File: src/design/abtpq_pkg.sv
package abtpq_pkg;

  // table depth, one chain cell per stored box
  localparam int unsigned MAX_BOXES = 64;

  localparam int unsigned CFG_ADDR_W = 3;
  localparam int unsigned CFG_DATA_W = 32;

  // register indexes on the configuration port (paddr[2])
  localparam logic REG_CURRENT_FLOOR = 1'b0;

  localparam logic [1:0] FLOOR_INVALID = 2'd3;

  typedef enum logic [1:0] {
    MODE_SAVE  = 2'd0,
    MODE_MOVE  = 2'd1,
    MODE_QUERY = 2'd2,
    MODE_NONE  = 2'd3
  } mode_t;

  typedef enum logic [1:0] {
    STATUS_DONE      = 2'd0,
    STATUS_FULL      = 2'd1,
    STATUS_BAD_FLOOR = 2'd2
  } status_t;

  typedef struct packed {
    mode_t              mode;
    logic [1:0]         floor;
    logic [15:0]        box_id;
    logic signed [31:0] center_x;
    logic signed [31:0] center_y;
    logic signed [31:0] left;
    logic signed [31:0] right;
    logic signed [31:0] bottom;
    logic signed [31:0] top;
    logic signed [31:0] pos_x;
    logic signed [31:0] pos_y;
  } cmd_t;

  typedef struct packed {
    logic    hit;
    status_t status;
  } res_t;

  // item travelling down the cell chain
  typedef struct packed {
    logic valid;
    logic claimed;
    logic hit;
    cmd_t cmd;
  } tok_t;

  function automatic logic signed [31:0] sat_add(input logic signed [31:0] a,
                                                 input logic signed [31:0] b);
    logic signed [32:0] s;
    s = {a[31], a} + {b[31], b};
    if (s[32] != s[31]) begin
      sat_add = s[32] ? 32'sh8000_0000 : 32'sh7FFF_FFFF;
    end else begin
      sat_add = s[31:0];
    end
  endfunction

endpackage

File: src/design/abtpq_cell.sv
module abtpq_cell (
  input  logic              clk,
  input  logic              rst,
  input  logic              adv,
  input  logic [1:0]        cur_floor,
  input  abtpq_pkg::tok_t   tok_in,
  output abtpq_pkg::tok_t   tok_out
);

  logic               used;
  logic [1:0]         floor;
  logic [15:0]        box_id;
  logic signed [31:0] org_cx, org_cy;
  logic signed [31:0] org_l, org_r, org_b, org_t;
  logic signed [31:0] cur_l, cur_r, cur_b, cur_t;

  // move in two steps: translated center first, bounds in the following cycle
  logic               pend;
  logic signed [31:0] mv_cx, mv_cy;

  logic on_floor;
  logic take_save;
  logic do_move;
  logic in_box;

  assign on_floor  = used && (floor == cur_floor);
  assign take_save = tok_in.valid && (tok_in.cmd.mode == abtpq_pkg::MODE_SAVE) &&
                     (tok_in.cmd.floor != abtpq_pkg::FLOOR_INVALID) &&
                     !tok_in.claimed && !used;
  assign do_move   = tok_in.valid && (tok_in.cmd.mode == abtpq_pkg::MODE_MOVE) &&
                     on_floor && (box_id == tok_in.cmd.box_id);
  assign in_box    = on_floor &&
                     (tok_in.cmd.pos_y >= cur_b) && (tok_in.cmd.pos_y <= cur_t) &&
                     (tok_in.cmd.pos_x >= cur_l) && (tok_in.cmd.pos_x <= cur_r);

  always_ff @(posedge clk) begin
    if (rst) begin
      used          <= 1'b0;
      pend          <= 1'b0;
      tok_out.valid <= 1'b0;
    end else begin
      if (pend) begin
        cur_l <= abtpq_pkg::sat_add(mv_cx, org_l);
        cur_r <= abtpq_pkg::sat_add(mv_cx, org_r);
        cur_b <= abtpq_pkg::sat_add(mv_cy, org_b);
        cur_t <= abtpq_pkg::sat_add(mv_cy, org_t);
        pend  <= 1'b0;
      end
      if (adv) begin
        tok_out.valid   <= tok_in.valid;
        tok_out.claimed <= tok_in.claimed | take_save;
        tok_out.hit     <= tok_in.hit |
                           (tok_in.valid && (tok_in.cmd.mode == abtpq_pkg::MODE_QUERY) &&
                            in_box);
        tok_out.cmd     <= tok_in.cmd;
        if (take_save) begin
          used   <= 1'b1;
          floor  <= tok_in.cmd.floor;
          box_id <= tok_in.cmd.box_id;
          org_cx <= tok_in.cmd.center_x;
          org_cy <= tok_in.cmd.center_y;
          org_l  <= tok_in.cmd.left;
          org_r  <= tok_in.cmd.right;
          org_b  <= tok_in.cmd.bottom;
          org_t  <= tok_in.cmd.top;
          cur_l  <= tok_in.cmd.left;
          cur_r  <= tok_in.cmd.right;
          cur_b  <= tok_in.cmd.bottom;
          cur_t  <= tok_in.cmd.top;
        end
        if (do_move) begin
          pend  <= 1'b1;
          mv_cx <= abtpq_pkg::sat_add(org_cx, tok_in.cmd.pos_x);
          mv_cy <= abtpq_pkg::sat_add(org_cy, tok_in.cmd.pos_y);
        end
      end
    end
  end

endmodule
File: config.mk
export PLATFORM = sky130hd
export DESIGN_NAME = abtpq_cell
export DESIGN_NICKNAME = d
export VERILOG_FILES = /design/src/design/abtpq_pkg.sv /design/src/design/abtpq_cell.sv
export SDC_FILE = /design/constraint.sdc
export NUM_CORES = 1
export LEC_CHECK = 0
export ABC_AREA = 1
export BUFFER_PORTS_ARGS = -buffer_cell sky130_fd_sc_hd__clkbuf_2
export CAP_MARGIN = 20
export CORE_MARGIN = 2
export CORE_UTILIZATION = 25
export DETAILED_ROUTE_END_ITERATION = 8
export GPL_ROUTABILITY_DRIVEN = 1
export PLACE_DENSITY_LB_ADDON = 0.12
export SYNTH_ARGS = -nofsm -noshare
export SYNTH_HDL_FRONTEND = slang
export SYNTH_SLANG_ARGS = --single-unit
export TNS_END_PERCENT = 1
File: constraint.sdc
create_clock -name clk -period 26.6 [get_ports clk]
set_input_delay 2.66 -clock clk [delete_from_list [all_inputs] [get_ports clk]]
set_output_delay 2.66 -clock clk [all_outputs]
set_load 0.02 [all_outputs]
== After elaboration in Yosys (flattened, before gate mapping) ==
Cells that the tools add are included.
Word-level totals
  word-level logic and storage cells: 102
  flip-flop bits (word level): 683
  output and inout port bits: 279
  input port bits: 284
  memories: 0
  bits in writable memories: 0
  latch bits: 0
  ROM bits: 0
Operators by class
  magnitude comparators: 4
  multiply operators: 0
  reductions and logical operators: 22
  add/sub/neg operators: 6
  shift operators: 0
  divide/modulo/power cells: 0
  muxes and demuxes: 25
  bitwise operators: 4
  equality and inequality tests: 11
Operator list (number)
  two-way mux 32 bit: 24
  adder 32 x 32 -> 33 bit: 6
  greater-or-equal comparator 32 bit: 2
  less-or-equal comparator 32 bit: 2
  equality test 16 bit: 1
  logical AND 1 bit: 14
  != test 1 bit: 6
  AND reduction 3 bit: 2
  AND reduction 2 bit: 2
  equality test 2 x 1 -> 1 bit, second input constant: 1
  equality test 2 bit: 1
  equality test 2 bit, second input constant: 1
  logical NOT 1 bit: 2
  logical NOT 2 bit: 1
  != test 2 bit, second input constant: 1
  inverter 1 bit: 2
  OR 1 bit: 2
  OR reduction 2 bit: 1
  two-way mux 1 bit: 1

== Depth between registers and ports, before layout ==
  word-level depth: 8
  gate-level depth with buffers: 21
  mapped depth without buffers: 19

== Least setup slack after synthesis ==
Ideal clock, no wire load.
  path kind: in2reg
  start point: in adv
  end point: reg mv_cx[0] (enable)
  path buffers: 0
  data arrival time: 21.340 ns
  required time: 25.956 ns
  slack: 4.616 ns
  library setup time: 0.644 ns
  stages: 6
  cells stage by stage: inv_1 nor2_1 nand2_1 nor4_1 nand2_1 nor4_1
Between the ends
  cells in the longest elaborated chain, start to end: 1
Ends and longest elaborated chain
  start, declared: line abtpq_cell.sv:4  | input logic adv,
  AND reduction 3 bit (no line)
  end signal, assigned: line abtpq_cell.sv:73  | mv_cx <= abtpq_pkg::sat_add(org_cx, tok_in.cmd.pos_x);
  end, declared: line abtpq_cell.sv:19  | logic signed [31:0] mv_cx, mv_cy;
No other way between the ends.
A chain may end at the register's enable or synchronous reset.

== Worst setup path in the final report ==
  start point: in tok_in[275] (netlist bit)
  end point: reg org_cx[6] (enable)
Between the ends
  cells in the longest elaborated chain, start to end: 6
Ends and longest elaborated chain
  start, declared: line abtpq_cell.sv:6  | input abtpq_pkg::tok_t tok_in,
  logical NOT 2 bit: line abtpq_cell.sv:27  | assign take_save = tok_in.valid && (tok_in.cmd.mode == abtpq_pkg::MODE_SAVE) &&
  logical AND 1 bit (2 in series): line abtpq_cell.sv:27
  logical AND 1 bit: line abtpq_cell.sv:28  | (tok_in.cmd.floor != abtpq_pkg::FLOOR_INVALID) &&
  logical AND 1 bit: line abtpq_cell.sv:29  | !tok_in.claimed && !used;
  AND reduction 3 bit (no line)
  end signal, assigned: line abtpq_cell.sv:60  | org_cx <= tok_in.cmd.center_x;
  end, declared: line abtpq_cell.sv:13  | logic signed [31:0] org_cx, org_cy;
No other way between the ends.

==> results.toml <==
[setup_path]
cp-start-kind = "input port"
endpoint_kind = "flip-flop"
criticalPathCategory = "input port to flip-flop"
crit_required_ns = 26.92
cp_slowest_cell = "buf_4"
path_cells = "clkbuf_2 > inv_1 > nand3_1 > nor4_1 > inv_1 > nor2_4 > inv_6 > nor2_4 > buf_16 > buf_4 > buf_12"
regToRegSetupSlack_ns = 22.72
crit_arrival_ns = 5.91
critical-path-max-stage-delay_ns = 0.76
crit_path_max_fanout = 118

[timing]
setup_tns_ns = 0
final-setup-viol-count = 0
max_freq_ghz = 0.179
rsz0062_at_grt = "false"
whs_ns = 0.532
tightest_slew_ns = 1.12
skew_ns = 0.0404
drv_slew = 0
relSlewSlack = 0.252
fin_ws_ns = 21.01
finalHoldViolCount = 0
timing.final.crit_share = 0.210
fin_crit_ns = 5.59

[placed_design]
dp_hpwl_mm = 114
port_buffers = 562
postPlaceCellArea_um2 = 45100
pre_cts_ws_ns = 19.83
place.gp.congestion = 0.919

[synthesis]
synth_fp_nets = 4934
syn_area_um2 = 39900
synth_edf_count = 680
synth_seq_cells = 683
synth-async-reset-ratio = 0
synthMuxAreaShare = 0
synth_top_family_by_area = "simple AND/OR/NAND/NOR gates"
ys.warnings.count = 0
synthAdderAreaFrac = 0.103
ys_types = 51
synth_xor_area_frac = 0.0336
postSynthAreaPerCell_um2 = 9.23
synthSimpleGateAreaFrac = 0.189
synth_compound_area_frac = 0.104
netlist_instances = 4324
ys_seq_area_frac = 0.513
ys.flop_type = "edfxtp_1"

[floorplan]
die-area_um2 = 163000
fp.coreArea_um2 = 158000
io_pins = 563
die_x_um = 404
fp-row-count = 146
die_h_um = 404
start_util = 0.252

[cts]
cts_buffers = 89
ctsHoldBuffers = 0
cts_setup_buffers = 0
htree_levels = 3
path_clk_slew_ns = 0.05
clockBufferDepth = 3
clk_latency_ns = 0.72
cts_resized = 0
cts_sinks = 683
cts_root_buffer = "clkbuf_16"
cts_tree = "done"

[power_and_ir_drop]
ir_worst_vdd_uv = 40.4
cellLeakagePower_nw = 20.9
power.density_nw_per_um2 = 59.1

[drt]
drc_errors = 0
wl_per_cell_um = 20.7
drt_iter0_drc = 1758
ant_nets = 0
drt_first_pass_iters = 5
detail_route.vias_per_cell = 4.53
via_count = 32000
routed_wl_mm = 146

[final_layout]
diodes = 0
final_util = 0.304
areaGrowthSynthToFinish_pct = 20.8
stdcell_area_um2 = 48200
drive_gt1_frac = 0.166
fin_nets = 5530

[flow_run]
cap_violations = 0

[global_routing]
grt_pass1_vias = 32700
grt_pass1_wl_mm = 212
grt.total_usage = 0.176
grt_antenna_before_repair = 6
overflow = 0
grt_max_degree = 119

[min_path]
min_path_type = "flip-flop to flip-flop"

[run_status]
status = "completed"
## through the flow
stage,std cells,power [mW]
after floorplan,4324,1.45
after global placement,6900,1.57
final,7061,2.85
after detailed placement,6900,1.58
after global routing,7061,2.97
after CTS,7060,2.90
## flip-flops by register name, summed over array words and instances, names as in the netlist
| register | flops |
|---|---|
| mv_cy | 32 |
| pend | 1 |
| mv_cx | 32 |
| cur_l | 32 |
| org_l | 32 |
| cur_r | 32 |
| used | 1 |
| cur_t | 32 |
| box_id | 16 |
| cur_b | 32 |
| floor | 2 |
| org_cy | 32 |
| tok_out | 279 |
| org_r | 32 |
| org_cx | 32 |
| org_b | 32 |
| org_t | 32 |
## cell usage in the layout (no fill, tap or decap), types with 6 or more instances in the layout
cell type      n
a21o_1        12
a21oi_1      523
a21oi_2       13
a31oi_1       11
buf_4         21
bufinv_16     17
clkbuf_1      10
clkbuf_16     90
clkbuf_2     562
clkinv_1      13
clkinv_2      12
clkinvlp_4     8
edfxtp_1     680
fa_1           6
ha_1         320
inv_1        459
inv_2         14
inv_6          7
nand2_1     1083
nand2_2       39
nand3_1      103
nand3b_1      20
nand4_1       46
nor2_1       463
nor2_2         6
nor2_4         6
nor3_1        22
nor3_2         6
nor4_1        19
o211ai_1      11
o21a_1        16
o21ai_0      119
o21ai_1        8
o21bai_1      37
or2_2          6
xnor2_1       52
xor2_1       101
## metal layers
layer  global-route usage  routed length (um)  vias up
li1                     -                   -    15900
met1                0.215               62900    15100
met2                0.317               73800      723
met3               0.0238                5630      181
met4               0.0543                3910        4
met5                    0                  29        -
## cell type report
class / instances / area (um^2)
Clock buffer: 100 / 2290
Clock inverter: 60 / 800
Fill cell: 16800 / 110000
Inverter: 477 / 1810
Multi-Input combinational cell: 3084 / 17200
Sequential cell: 683 / 20500
Tap cell: 2072 / 2590
Timing Repair Buffer: 585 / 3020
## kinds of logic after synthesis
group / Yosys count
compound gates: 769
xor+xnor: 153
fa+ha+maj: 326
buf+inv: 557
flops: 683
simple gates: 1836
## worst paths after layout
check | from | to | cells after the start
setup / recovery | tok_in[275] | org_cx[6] | 11
hold / removal | tok_out[278] | tok_out[278] | 2
hold reg to reg | tok_out[278] | tok_out[278] | 2
setup reg to reg | used | org_cx[6] | 10
## cells in the mapped netlist, types with 8 or more instances
| cell | count | area share |
|---|---|---|
| buf_6 | 14 | 0.0040 |
| o21bai_1 | 37 | 0.0070 |
| a21oi_1 | 523 | 0.066 |
| a21o_1 | 12 | 0.0023 |
| nand4_1 | 46 | 0.0072 |
| nand3_1 | 103 | 0.013 |
| inv_1 | 462 | 0.043 |
| clkbuf_1 | 39 | 0.0037 |
| o21ai_0 | 119 | 0.015 |
| xnor2_1 | 52 | 0.011 |
| nand3b_1 | 20 | 0.0038 |
| ha_1 | 320 | 0.10 |
| inv_2 | 14 | 0.0013 |
| a31oi_1 | 11 | 0.0017 |
| o21a_1 | 16 | 0.0030 |
| buf_2 | 19 | 0.0024 |
| o21ai_1 | 8 | 0.0010 |
| nor2_1 | 466 | 0.044 |
| xor2_1 | 101 | 0.022 |
| nand2_1 | 1083 | 0.10 |
| o211ai_1 | 11 | 0.0021 |
| nand2_2 | 39 | 0.0061 |
| nor4_1 | 21 | 0.0033 |
| edfxtp_1 | 680 | 0.51 |
| a21oi_2 | 13 | 0.0029 |
| nor3_1 | 22 | 0.0028 |
## where the power goes
group / internal [mW] / switching (mW)
Combinational: 0.0952 / 0.199
Sequential: 1.24 / 0.0150
Clock: 0.786 / 0.515
## worst max-delay path: cells and delay by family
kind	cells	cell delay, ns
buffers and inverters	7	2.06
AND/OR/NAND/NOR	4	0.92
No activity file was read; power rests on OpenSTA's default activity.
